File: src/rtl/assert_macros.svh
// Assertion macros used by the top-level RTL file
`ifndef ASSERT_MACROS_SVH
`define ASSERT_MACROS_SVH

// Implication checked at every clock edge outside reset
`define ASSERT_IMPLIES(label, clk, rst, ante, cons) \
   label: assert property (@(posedge clk) disable iff (rst) (ante) |-> (cons)) \
      else $error("assertion failed");

// Next-cycle implication checked outside reset
`define ASSERT_NEXT(label, clk, rst, ante, cons) \
   label: assert property (@(posedge clk) disable iff (rst) (ante) |=> (cons)) \
      else $error("assertion failed");

`endif

File: src/rtl/bsc_pkg.sv
// Package: shared types and codes of the safety check unit
`default_nettype none
package bsc_pkg;
   localparam int AmountFields = 4;

   typedef enum logic [1:0] {
      CMD_LOAD_MAX   = 2'd0,
      CMD_LOAD_ALLOC = 2'd1,
      CMD_LOAD_AVAIL = 2'd2,
      CMD_REQUEST    = 2'd3
   } command_type;

   typedef enum logic [1:0] {
      ST_SAFE     = 2'd0,
      ST_UNSAFE   = 2'd1,
      ST_REJECTED = 2'd2
   } status_type;

   localparam logic CSR_PROCESS_COUNT  = 1'b0;
   localparam logic CSR_RESOURCE_COUNT = 1'b1;

   typedef struct packed {
      logic [1:0]  command;
      logic [2:0]  process;
      logic [15:0] amount_0;
      logic [15:0] amount_1;
      logic [15:0] amount_2;
      logic [15:0] amount_3;
   } req_type;

   typedef struct packed {
      logic [1:0] status;
      logic [2:0] order_process;
      logic       last;
   } rsp_type;

   // Controller to datapath commands
   typedef struct packed {
      logic load_max;      // write maximum row of the request's process
      logic load_alloc;
      logic load_avail;
      logic chk_begin;     // lane check of request, lane 0
      logic chk_step;      // check next lane
      logic grant_step;    // apply grant to one lane
      logic work_init;     // work := available, clear done
      logic scan_begin;    // invalidate best, start scan at process 0
      logic scan_step;     // evaluate one process
      logic test_step;     // test/update one lane of work
      logic commit;        // mark pick done
   } ctl_type;

   // Datapath to controller status
   typedef struct packed {
      logic lane_last;     // current lane is the last active one
      logic proc_last;     // current scan process is the last active one
      logic chk_fail;      // lane check failed
      logic bad_proc;      // request process out of range
      logic test_fail;     // work went negative
   } sts_type;
endpackage
`default_nettype wire

File: src/rtl/bsc_datapath.sv
// Datapath: tables, work vector, need scan and lane tests
`default_nettype none
module bsc_datapath #(
   parameter int MAX_PROCESSES = 8,
   parameter int MAX_RESOURCES = 4,
   parameter int AMOUNT_BITS   = 16
) (
   input  wire logic            clock,
   input  wire logic            reset,
   input  wire bsc_pkg::req_type req_ff_i,
   input  wire bsc_pkg::ctl_type ctl,
   input  wire logic [3:0]      pcount,
   input  wire logic [3:0]      rcount,
   output bsc_pkg::sts_type     sts,
   output logic [2:0]           pick_out
);
   import bsc_pkg::*;

   localparam int PW = (MAX_PROCESSES > 1) ? $clog2(MAX_PROCESSES) : 1;
   localparam int RW = (MAX_RESOURCES > 1) ? $clog2(MAX_RESOURCES) : 1;
   localparam int SW = AMOUNT_BITS + RW + 2;   // signed need sum width
   localparam int WW = AMOUNT_BITS + PW + 2;   // signed work width

   logic [AMOUNT_BITS-1:0] max_ff [MAX_PROCESSES][MAX_RESOURCES];
   logic [AMOUNT_BITS-1:0] alloc_ff [MAX_PROCESSES][MAX_RESOURCES];
   logic [AMOUNT_BITS-1:0] avail_ff [MAX_RESOURCES];
   logic signed [WW-1:0]   work_ff [MAX_RESOURCES];
   logic [MAX_PROCESSES-1:0] done_ff;
   logic [RW:0]  lane_ff;
   logic [PW:0]  scan_ff;
   logic [PW-1:0] pick_ff;
   logic          have_ff;
   logic signed [SW-1:0] best_ff;

   logic [AMOUNT_BITS-1:0] req_amt [MAX_RESOURCES];
   logic [PW-1:0] proc_idx;
   logic [RW-1:0] lane_idx;
   logic [PW-1:0] scan_idx;
   logic signed [SW-1:0] need_sum;
   logic [AMOUNT_BITS:0] alloc_plus;
   logic [AMOUNT_BITS-1:0] avail_dec;
   logic signed [WW-1:0] work_sub;

   // request amounts per lane, masked to the amount width
   always_comb begin
      for (int r = 0; r < MAX_RESOURCES; r++) begin
         req_amt[r] = '0;
      end
      for (int r = 0; r < MAX_RESOURCES && r < AmountFields; r++) begin
         case (r)
            0: req_amt[r] = AMOUNT_BITS'({16'd0, req_ff_i.amount_0});
            1: req_amt[r] = AMOUNT_BITS'({16'd0, req_ff_i.amount_1});
            2: req_amt[r] = AMOUNT_BITS'({16'd0, req_ff_i.amount_2});
            default: req_amt[r] = AMOUNT_BITS'({16'd0, req_ff_i.amount_3});
         endcase
      end
   end

   assign proc_idx = PW'(req_ff_i.process);
   assign lane_idx = lane_ff[RW-1:0];
   assign scan_idx = scan_ff[PW-1:0];

   // summed need of the scanned process over active lanes
   always_comb begin
      need_sum = '0;
      for (int r = 0; r < MAX_RESOURCES; r++) begin
         if (r < 32'(rcount)) begin
            need_sum = need_sum + SW'($signed({1'b0, max_ff[scan_idx][r]}))
                       - SW'($signed({1'b0, alloc_ff[scan_idx][r]}));
         end
      end
   end

   assign alloc_plus = {1'b0, alloc_ff[proc_idx][lane_idx]} + {1'b0, req_amt[lane_idx]};
   assign avail_dec = avail_ff[lane_idx] - req_amt[lane_idx];
   assign work_sub = work_ff[lane_idx]
                     - WW'($signed({1'b0, max_ff[pick_ff][lane_idx]}))
                     + WW'($signed({1'b0, alloc_ff[pick_ff][lane_idx]}));

   // status toward the controller
   always_comb begin
      sts.lane_last = (32'(lane_ff) + 1 >= 32'(rcount));
      sts.proc_last = (32'(scan_ff) + 1 >= 32'(pcount));
      sts.chk_fail  = (req_amt[lane_idx] > avail_ff[lane_idx]) || alloc_plus[AMOUNT_BITS];
      sts.bad_proc  = (32'(req_ff_i.process) >= MAX_PROCESSES);
      sts.test_fail = work_sub[WW-1];
   end
   assign pick_out = 3'(pick_ff);

   // registers
   always_ff @(posedge clock) begin
      if (reset) begin
         for (int p = 0; p < MAX_PROCESSES; p++) begin
            for (int r = 0; r < MAX_RESOURCES; r++) begin
               max_ff[p][r]   <= '0;
               alloc_ff[p][r] <= '0;
            end
         end
         for (int r = 0; r < MAX_RESOURCES; r++) begin
            avail_ff[r] <= '0;
         end
         done_ff <= '0;
         lane_ff <= '0;
         scan_ff <= '0;
         have_ff <= 1'b0;
      end else begin
         if (ctl.load_max && !sts.bad_proc) begin
            for (int r = 0; r < MAX_RESOURCES; r++) max_ff[proc_idx][r] <= req_amt[r];
         end
         if (ctl.load_alloc && !sts.bad_proc) begin
            for (int r = 0; r < MAX_RESOURCES; r++) alloc_ff[proc_idx][r] <= req_amt[r];
         end
         if (ctl.load_avail) begin
            for (int r = 0; r < MAX_RESOURCES; r++) avail_ff[r] <= req_amt[r];
         end
         // lane counter: restart wins over advance
         if (ctl.chk_begin || ctl.scan_begin) begin
            lane_ff <= '0;
         end else if (ctl.chk_step || ctl.grant_step || ctl.test_step) begin
            lane_ff <= lane_ff + 1'b1;
         end
         if (ctl.grant_step) begin
            alloc_ff[proc_idx][lane_idx] <= alloc_plus[AMOUNT_BITS-1:0];
            avail_ff[lane_idx] <= avail_dec;
         end
         // work starts from available, including the lane granted this cycle
         if (ctl.work_init) begin
            for (int r = 0; r < MAX_RESOURCES; r++) begin
               if (ctl.grant_step && r == 32'(lane_idx)) begin
                  work_ff[r] <= WW'($signed({1'b0, avail_dec}));
               end else begin
                  work_ff[r] <= WW'($signed({1'b0, avail_ff[r]}));
               end
            end
            done_ff <= '0;
         end
         if (ctl.scan_begin) begin
            scan_ff <= '0;
            have_ff <= 1'b0;
         end
         if (ctl.scan_step) begin
            if (!done_ff[scan_idx] && (!have_ff || need_sum < best_ff)) begin
               have_ff <= 1'b1;
               best_ff <= need_sum;
               pick_ff <= scan_idx;
            end
            scan_ff <= scan_ff + 1'b1;
         end
         if (ctl.test_step) begin
            work_ff[lane_idx] <= work_sub + WW'($signed({1'b0, alloc_ff[pick_ff][lane_idx]}))
                                 + WW'($signed({1'b0, max_ff[pick_ff][lane_idx]}))
                                 - WW'($signed({1'b0, alloc_ff[pick_ff][lane_idx]}));
         end
         if (ctl.commit) done_ff[pick_ff] <= 1'b1;
      end
   end
endmodule
`default_nettype wire

File: src/rtl/bsc_controller.sv
// Controller: sequences loads, request checks, grant and safety rounds
`default_nettype none
module bsc_controller (
   input  wire logic             clock,
   input  wire logic             reset,
   input  wire logic             start,
   input  wire bsc_pkg::command_type cmd,
   input  wire bsc_pkg::sts_type sts,
   input  wire logic [2:0]       pick,
   input  wire logic [3:0]       pcount,
   output logic                  busy,
   output bsc_pkg::ctl_type      ctl,
   output logic                  accept,
   output logic                  rsp_valid,
   output bsc_pkg::rsp_type      rsp
);
   import bsc_pkg::*;

   typedef enum logic [2:0] {
      S_IDLE, S_DECODE, S_CHECK, S_GRANT, S_SCAN, S_TEST, S_EMIT
   } state_type;

   state_type state_ff;
   logic [2:0] order_ff [16];   // one entry per value of the 4-bit step counter
   logic [3:0] step_ff;
   logic [3:0] emit_ff;
   logic       rv_ff;
   rsp_type    rsp_ff;

   assign busy = (state_ff != S_IDLE);
   assign accept = start && !busy;
   assign rsp_valid = rv_ff;
   assign rsp = rsp_ff;

   // commands decoded from state and status
   always_comb begin
      ctl = '0;
      unique case (state_ff)
         S_IDLE:   ;
         S_DECODE: begin
            ctl.load_max   = (cmd == CMD_LOAD_MAX);
            ctl.load_alloc = (cmd == CMD_LOAD_ALLOC);
            ctl.load_avail = (cmd == CMD_LOAD_AVAIL);
            ctl.chk_begin  = 1'b1;
         end
         S_CHECK:  begin
            ctl.chk_step  = !sts.chk_fail && !sts.lane_last;
            ctl.chk_begin = !sts.chk_fail && sts.lane_last;
         end
         S_GRANT:  begin
            ctl.grant_step = 1'b1;
            ctl.work_init  = sts.lane_last;
            ctl.scan_begin = sts.lane_last;
         end
         S_SCAN:   ctl.scan_step = 1'b1;
         S_TEST:   begin
            ctl.test_step  = !sts.test_fail;
            ctl.commit     = !sts.test_fail && sts.lane_last;
            ctl.scan_begin = !sts.test_fail && sts.lane_last;
         end
         S_EMIT:   ;
         default:  ;
      endcase
   end

   // state and registered outputs
   always_ff @(posedge clock) begin
      if (reset) begin
         state_ff <= S_IDLE;
         rv_ff    <= 1'b0;
         step_ff  <= '0;
         emit_ff  <= '0;
      end else begin
         rv_ff <= 1'b0;
         unique case (state_ff)
            S_IDLE: if (start) state_ff <= S_DECODE;
            S_DECODE: begin
               if (cmd != CMD_REQUEST) begin
                  state_ff <= S_IDLE;
               end else if (sts.bad_proc) begin
                  rv_ff <= 1'b1;
                  rsp_ff <= '{status: ST_REJECTED, order_process: 3'd0, last: 1'b1};
                  state_ff <= S_IDLE;
               end else begin
                  state_ff <= S_CHECK;
               end
            end
            S_CHECK: begin
               if (sts.chk_fail) begin
                  rv_ff <= 1'b1;
                  rsp_ff <= '{status: ST_REJECTED, order_process: 3'd0, last: 1'b1};
                  state_ff <= S_IDLE;
               end else if (sts.lane_last) begin
                  state_ff <= S_GRANT;
               end
            end
            S_GRANT: if (sts.lane_last) begin
               step_ff  <= '0;
               state_ff <= S_SCAN;
            end
            S_SCAN: if (sts.proc_last) state_ff <= S_TEST;
            S_TEST: begin
               if (sts.test_fail) begin
                  rv_ff <= 1'b1;
                  rsp_ff <= '{status: ST_UNSAFE, order_process: 3'd0, last: 1'b1};
                  state_ff <= S_IDLE;
               end else if (sts.lane_last) begin
                  order_ff[step_ff] <= pick;
                  step_ff <= step_ff + 1'b1;
                  if (step_ff + 1'b1 >= pcount) begin
                     emit_ff  <= '0;
                     state_ff <= S_EMIT;
                  end else begin
                     state_ff <= S_SCAN;
                  end
               end
            end
            S_EMIT: begin
               rv_ff <= 1'b1;
               rsp_ff <= '{status: ST_SAFE, order_process: order_ff[emit_ff],
                           last: (emit_ff + 1'b1 >= pcount)};
               emit_ff <= emit_ff + 1'b1;
               if (emit_ff + 1'b1 >= pcount) state_ff <= S_IDLE;
            end
            default: state_ff <= S_IDLE;
         endcase
      end
   end
endmodule
`default_nettype wire

File: src/rtl/bankers_safety_check_unit.sv
// Top level: request capture, configuration registers, controller and datapath
//
// Banker's-style safety check unit. A request is taken when start is high and
// busy low; loads keep busy high for one cycle and give no result. A resource
// request checks one lane a cycle, grants one lane a cycle, then runs
// process_count rounds, each scanning process_count processes one per cycle and
// testing one lane per cycle, then emits the safe order one entry a cycle: the
// final result shows in the first cycle busy is low again. Rejects and unsafe
// results come out earlier. Results appear on rsp_valid for one cycle each and
// cannot be held off.
`default_nettype none
`include "assert_macros.svh"
module bankers_safety_check_unit #(
   parameter int MAX_PROCESSES = 8,
   parameter int MAX_RESOURCES = 4,
   parameter int AMOUNT_BITS   = 16
) (
   input  wire logic             clock,
   input  wire logic             reset,
   input  wire logic             start,
   output logic                  busy,
   input  wire bsc_pkg::req_type req_data,
   output logic                  rsp_valid,
   output bsc_pkg::rsp_type      rsp_data,
   input  wire logic             csr_write,
   input  wire logic             csr_index,
   input  wire logic [3:0]       csr_data
);
   import bsc_pkg::*;

   req_type req_ff;
   logic [3:0] pcount_ff, rcount_ff;
   ctl_type ctl;
   sts_type sts;
   logic [2:0] pick;
   logic accept;

   // capture the request
   always_ff @(posedge clock) begin
      if (accept) req_ff <= req_data;
   end

   // configuration registers, clamped on write
   always_ff @(posedge clock) begin
      if (reset) begin
         pcount_ff <= 4'(MAX_PROCESSES > 8 ? 8 : MAX_PROCESSES);
         rcount_ff <= 4'(MAX_RESOURCES > 4 ? 4 : MAX_RESOURCES);
      end else if (csr_write) begin
         if (csr_index == CSR_PROCESS_COUNT) begin
            if (csr_data == 4'd0) pcount_ff <= 4'd1;
            else if (32'(csr_data) > MAX_PROCESSES) pcount_ff <= 4'(MAX_PROCESSES);
            else pcount_ff <= csr_data;
         end else begin
            if (csr_data[2:0] == 3'd0) rcount_ff <= 4'd1;
            else if (32'(csr_data[2:0]) > MAX_RESOURCES) rcount_ff <= 4'(MAX_RESOURCES);
            else rcount_ff <= {1'b0, csr_data[2:0]};
         end
      end
   end

   bsc_controller u_ctrl (
      .clock, .reset, .start, .cmd(command_type'(req_ff.command)), .sts, .pick,
      .pcount(pcount_ff), .busy, .ctl, .accept, .rsp_valid, .rsp(rsp_data)
   );

   bsc_datapath #(
      .MAX_PROCESSES(MAX_PROCESSES), .MAX_RESOURCES(MAX_RESOURCES),
      .AMOUNT_BITS(AMOUNT_BITS)
   ) u_dp (
      .clock, .reset, .req_ff_i(req_ff), .ctl, .pcount(pcount_ff),
      .rcount(rcount_ff), .sts, .pick_out(pick)
   );

   `ASSERT_IMPLIES(a_rsp_busy, clock, reset, rsp_valid && rsp_data.last, !busy)
   `ASSERT_NEXT(a_accept_busy, clock, reset, accept, busy)
   `ASSERT_IMPLIES(a_status_ok, clock, reset, rsp_valid, rsp_data.status <= ST_REJECTED)
endmodule
`default_nettype wire

File: config.mk
export PLATFORM = sky130hd
export DESIGN_NAME = bankers_safety_check_unit
export DESIGN_NICKNAME = d
export VERILOG_FILES = /design/src/rtl/bsc_pkg.sv /design/src/rtl/bsc_datapath.sv /design/src/rtl/bsc_controller.sv /design/src/rtl/bankers_safety_check_unit.sv
export VERILOG_INCLUDE_DIRS = /design/src /design/src/rtl
export SDC_FILE = /design/constraint.sdc
export NUM_CORES = 2
export LEC_CHECK = 0
export ABC_AREA = 0
export BUFFER_PORTS_ARGS = -buffer_cell sky130_fd_sc_hd__clkbuf_2
export CORE_ASPECT_RATIO = 1.1
export CORE_UTILIZATION = 65
export CTS_BUF_LIST = sky130_fd_sc_hd__clkbuf_8
export DETAILED_ROUTE_END_ITERATION = 16
export PLACE_DENSITY = 0.82
export SLEW_MARGIN = 25
export SYNTH_ARGS = -nofsm -noshare
export SYNTH_HDL_FRONTEND = slang
export SYNTH_SLANG_ARGS = --single-unit
File: constraint.sdc
create_clock -name clock -period 35 [get_ports clock]
set_input_delay 0 -clock clock [delete_from_list [all_inputs] [get_ports clock]]
set_output_delay 0 -clock clock [all_outputs]
set_load 0.02 [all_outputs]
# Word-level counts from Yosys, hierarchy flattened
# Memories as Yosys holds them, arrays and structs flattened. A register that Yosys moved wholly into a read port is not among the register bits.
# Index checks and enable logic that the tools add are counted.
# op_classes
n_addsub	20
n_mul	0
div_mod_pow	0
n_lt_le_gt_ge	17
n_eq_ne	23
n_shift	0
mux	218
n_bitwise	76
n_reduce_logical	44
# ops
operator	n
64-bit 2-to-1 mux	4
16-bit 2-to-1 mux	14
1-bit 2-to-1 mux	130
16-bit binary-select mux with 2-bit select	4
64-bit OR reduction	2
21-bit 2-to-1 mux	5
20-bit 2-to-1 mux	4
1-bit OR	72
32-bit by 4-bit greater-or-equal comparator with 1-bit output	2
21-bit by 17-bit adder with 21-bit output	3
20-bit by 17-bit adder with 20-bit output	3
3-bit 2-to-1 mux	20
20-bit by 17-bit subtractor with 20-bit output	3
4-bit 2-to-1 mux	12
21-bit by 17-bit subtractor with 21-bit output	2
16-bit demux with 2-bit select	1
8-bit 2-to-1 mux	3
3-bit one-hot mux with 7 select lines	1
21-bit OR reduction	1
20-bit less-than comparator	1
2-bit 2-to-1 mux	10
6-bit one-hot mux with 3 select lines	1
16-bit by 16-bit adder with 17-bit output	1
16-bit by 16-bit subtractor with 17-bit output	1
other kinds (48)	98
# word_totals
regBits	134
latch_bits	0
ram_bits	1220
rom_bits	0
inputBits	78
output_inout_bits	8
n_memories	5
# memory_table
memory	words	width	rd	rd_ports_with_merged_regs	write_ports	line	rtl
u_dp.alloc_ff	8	64	3	3	8	bsc_datapath.sv:25	logic [AMOUNT_BITS-1:0] alloc_ff [MAX_PROCESSES][MAX_RESOURCES];
u_dp.max_ff	8	64	2	2	8	bsc_datapath.sv:24	logic [AMOUNT_BITS-1:0] max_ff [MAX_PROCESSES][MAX_RESOURCES];
u_dp.work_ff	4	21	1	1	4	bsc_datapath.sv:27	logic signed [WW-1:0] work_ff [MAX_RESOURCES];
u_dp.avail_ff	4	16	5	1	4	bsc_datapath.sv:26	logic [AMOUNT_BITS-1:0] avail_ff [MAX_RESOURCES];
u_ctrl.order_ff	16	3	1	1	1	bsc_controller.sv:24	logic [2:0] order_ff [16];

# Longest topological paths before layout
# depth
ltp_word	16
depth_mapped	56
mapped_depth_nobuf	53

# Hierarchy
# From an unflattened synthesis, not the netlist that was laid out.
# unflattened
cells_unflattened	6425
hier_area_um2	82862.0
# by_module_without_submodules
module	instances	cells_each	area_per_inst_um2	seq_area_each_um2
bsc_datapath	1	6064	77149.0	36364.9
bsc_controller	1	259	3344.5	1941.9
bankers_safety_check_unit	1	102	2368.5	2212.1

# Worst setup path after synthesis
# Ideal clock, no wire load.
# synth_path
path_type	flip-flop to flip-flop
startpoint	register (tool-made name)
endpoint	register (tool-made name)
setup_ps	121
arrival_ps	11114
required_ps	34879
path_slack_ps	23766
stages_incl_launch_ff	51
path_buffers	3
path_cell_list	dfxtp_1 -> clkbuf_1 -> clkbuf_1 -> buf_1 -> mux4_2 -> mux2_2 -> ha_1 -> fa_1 -> nand2b_1 -> a21oi_1 -> nor3_1 -> nand2b_1 -> nand3_1 -> fa_1 -> inv_1 -> ha_1 -> or3_1 -> nor3_1 -> [... 15 more ...] -> a21oi_1 -> fa_1 -> inv_1 -> ha_1 -> and3_1 -> a21oi_1 -> o21ai_0 -> o41ai_1 -> o21ai_0 -> xor2_1 -> nand2_1 -> xnor2_1 -> ha_1 -> nand4_1 -> nor2_1 -> a21oi_1 -> o2111a_1 -> mux2_2

==> metrics.csv <==
stage,metric,value,unit
placement,pre_cts_slack,22410,ps
routing,wl,295000,um
routing,remaining_drc_errors,0,
global_routing,grt_usage,46.7,%
floorplanning,dieHeight,374,um
worst_setup_path,cp-start-kind,flop,
global_routing,grt_pass1_vias,59000,
yosys,async_flop_share,0,%
yosys,synth_mux_area_share,25.3,%
clocking,clock_sinks,1368,
yosys,synth_cells,5935,
cells_and_area,fin_util,72.2,%
floorplanning,row_count,136,
power,max-vdd-ir-drop,109,uV
yosys,synth_top_family_by_area,multiplexers,
timing,drv_slew,0,
cells_and_area,fillCellCount,7753,
yosys,synthAdderAreaFrac,5.03,%
routing,drt.antenna.violating_nets,0,
worst_setup_path,rr_worst_depth,49,
worst_setup_path,cp-end-kind,flop,
yosys,ys.flop_type,edfxtp_1,
floorplanning,core,0.125,mm2
power,power.density,70.3,mW/mm2
timing,max_slew_margin,19.1,%
floorplanning,dieWidth,340,um
status,outcome,finished clean,
worst_setup_path,crit_path_frequent_cell,ha_1,
worst_setup_path,worstSetupPathType,flop to flop,
timing,fin_skew,69.6,ps
power,p_leak,33.0,nW
yosys,syn-num-nets,6293,
timing,worstMarginPinSlew,1180,ps
clocking,cts_setup_buffers,0,
worst_setup_path,rrSetupSlack,22060,ps
routing,drt_iter0_markers,11000,
floorplanning,initial_core_util,65.5,%
min_path,whs_path_depth,4,
floorplanning,io_pins,86,
placement,numPortBuffers,85,
routing,viasPerCell,7.44,
timing,worst_hold_slack,56.7,ps
timing,timing.setup.tns,0,ps
clocking,cts-buffers-inserted,217,
clocking,cts_max_path_buffers,3,
global_routing,grt_pass1_wl,414000,um
timing,fin_ws,22060,ps
placement,gp_congestion,1.05,
yosys,yosysSeqAreaShare,49.6,%
worst_setup_path,crit_fanout,35,
timing,rsz0062_at_grt,no,
yosys,avgSynthCellArea,13.8,um2
cells_and_area,finalNetCount,6504,
min_path,min_to,req_ff[66],
cells_and_area,layout-drive-gt1-share,24.6,%
yosys,ys_seq_elements,1368,
yosys,synth_area,0.0819,mm2
job,drv_cap,0,
timing,period_needed,12940,ps
min_path,hold_class,input port to flop,
routing,drt_first_pass_iters,9,
global_routing,antenna_found_initial,26,
yosys,yosysWarnings,0,
clocking,cts_resized,0,
timing,finalSetupViolations,0,
timing,finalCritPeriodShare,37.0,%
cells_and_area,area_growth,10.1,%
global_routing,grt-ovfl-total,0,
yosys,synth-xor-area-share,1.34,%
worst_setup_path,cpPeakStageDelay,640,ps
clocking,clk_pin_slew_worst_paths,70,ps
worst_setup_path,worstPathArrival,13790,ps
placement,post-dp-hpwl,187000,um
worst_setup_path,required,35850,ps
yosys,synth-simple-area-share,10.8,%
routing,vias,59600,
worst_setup_path,slowest_stage,o2111a_2,
floorplanning,die_area,0.127,mm2
clocking,cts_max_level,4,
timing,hold_violations,0,
clocking,cts_tree,built,
routing,wire_per_inst,36.9,um
clocking,clock_latency,1030,ps
clocking,ctsRootBufferMaster,clkbuf_8,
timing,clock.fmax,77.3,MHz
yosys,synth_cell_types,90,
yosys,synth_edf_count,1318,
yosys,synth_compound_area_share,4.77,%
global_routing,grt_max_degree,95,
min_path,hp-start,start,
[synth_stat cells, types with 82 or more instances]
cell type	number	area, um2
nand2_1	355	1330
mux4_2	806	18200
clkbuf_1	342	1280
edfxtp_1	1318	39600
mux2_2	98	1100
o21ai_0	106	531
and2_1	543	3400
mux2i_1	147	1470
ha_1	198	2480
fa_1	82	1640
a21oi_1	216	1080
nor2_1	681	2560
inv_1	234	878
[critical path, delay by kind of cell (launching register included)]
kind | cells | cell delay, ps
buffers and inverters | 5 | 1350
AO/OA/AOI/OAI | 16 | 3630
multiplexers | 3 | 1020
flip-flops | 1 | 620
AND/OR/NAND/NOR | 12 | 2030
adder cells (fa/ha/maj) | 8 | 3120
XOR/XNOR | 5 | 910
[worst max-delay path by stage]
| stage | from | end | cells past startpoint |
|---|---|---|---|
| detailed placement | flop | flop | 48 |
| finish | flop | flop | 49 |
| floorplan | flop | flop | 50 |
| global route | flop | flop | 48 |
| global placement | flop | flop | 48 |
| CTS | flop | flop | 48 |
[state kept, by name, indices dropped and copies added (netlist names), named ones only]
signal,cells
pcount_ff,4
u_dp.pick_out,3
u_dp.avail_ff,64
u_dp.work_ff,84
u_ctrl.rsp,6
req_ff,69
u_ctrl.order_ff,48
u_dp.done_ff,8
u_dp.max_ff,512
u_dp.lane_ff,3
u_dp.best_ff,20
rcount_ff,3
u_ctrl.state_ff,3
u_dp.scan_ff,4
u_dp.have_ff,1
u_ctrl.step_ff,4
u_dp.alloc_ff,512
u_ctrl.emit_ff,4
u_ctrl.rsp_valid,1
[what timing repair did]
| action | CTS | global route |
|---|---|---|
| hold endpoints to repair | 121 | 0 |
| setup endpoints to repair | 0 | 0 |
| hold buffers | 165 | 0 |
[cells by family after synthesis]
family,count (synthesis)
AND/OR/NAND/NOR,1837
adder cells (fa/ha/maj),280
AO/OA/AOI/OAI,607
buffers and inverters,671
XOR/XNOR,121
flip-flops,1368
multiplexers,1051
[cells in the final DEF, fill, tap and decap left out, types with 16 or more instances in the layout]
| cell | n |
|---|---|
| clkinv_1 | 64 |
| ha_1 | 198 |
| and3_1 | 21 |
| dlygate4sd3_1 | 165 |
| clkbuf_8 | 223 |
| o21a_1 | 27 |
| xor2_1 | 51 |
| nand2b_1 | 32 |
| dfxtp_1 | 37 |
| nand2_2 | 25 |
| a211oi_1 | 16 |
| clkbuf_2 | 85 |
| a22o_1 | 46 |
| xnor2_1 | 66 |
| nor2b_1 | 25 |
| inv_1 | 299 |
| nor2_1 | 679 |
| mux2_2 | 98 |
| fa_1 | 82 |
| and2_1 | 543 |
| or3_1 | 19 |
| mux2i_2 | 19 |
| o21ai_0 | 105 |
| mux2i_1 | 127 |
| a21oi_1 | 213 |
| nand3_1 | 40 |
| edfxtp_1 | 1318 |
| mux4_2 | 806 |
| clkinv_2 | 29 |
| buf_4 | 173 |
| nor3_1 | 40 |
| o21ai_1 | 30 |
| nand2_1 | 330 |
| a21o_1 | 53 |
[area by class of cell]
| class | instances | area [um2] | share of cell area (%) |
|---|---|---|---|
| sequential | 1368 | 40600 | 45.1 |
| multi-input combinational | 3896 | 39000 | 43.2 |
| timing repair buffer | 427 | 3460 | 3.83 |
| clock buffer | 223 | 3070 | 3.41 |
| tap | 1656 | 2070 | 2.30 |
| clock inverter | 180 | 1010 | 1.13 |
| inverter | 236 | 888 | 0.986 |
| antenna | 15 | 37.5 | 0.0416 |
[through the flow]
stage,area (um2),power [mW],instances
2_1_floorplan,81900,4.12,5935
3_3_place_gp,84200,4.83,7417
3_5_place_dp,84200,4.88,7417
4_1_cts,90000,6.21,7985
5_1_grt,90100,6.65,7988
6_report,90100,6.33,8001
[where the power goes]
| part | total [mW] | internal [mW] | switching [mW] |
|---|---|---|---|
| Combinational | 2.95 | 1.18 | 1.77 |
| Clock | 1.35 | 0.648 | 0.703 |
| Sequential | 2.03 | 1.94 | 0.0949 |
[layer usage]
layer	routed length [um]	up-vias	GRT usage, %
met5	406	-	1.25
met4	32200	26	40.2
met3	49300	1594	20.0
met2	126000	5946	66.6
met1	87000	28900	54.2
li1	-	23100	-
Power figures use the tool's default switching activity.
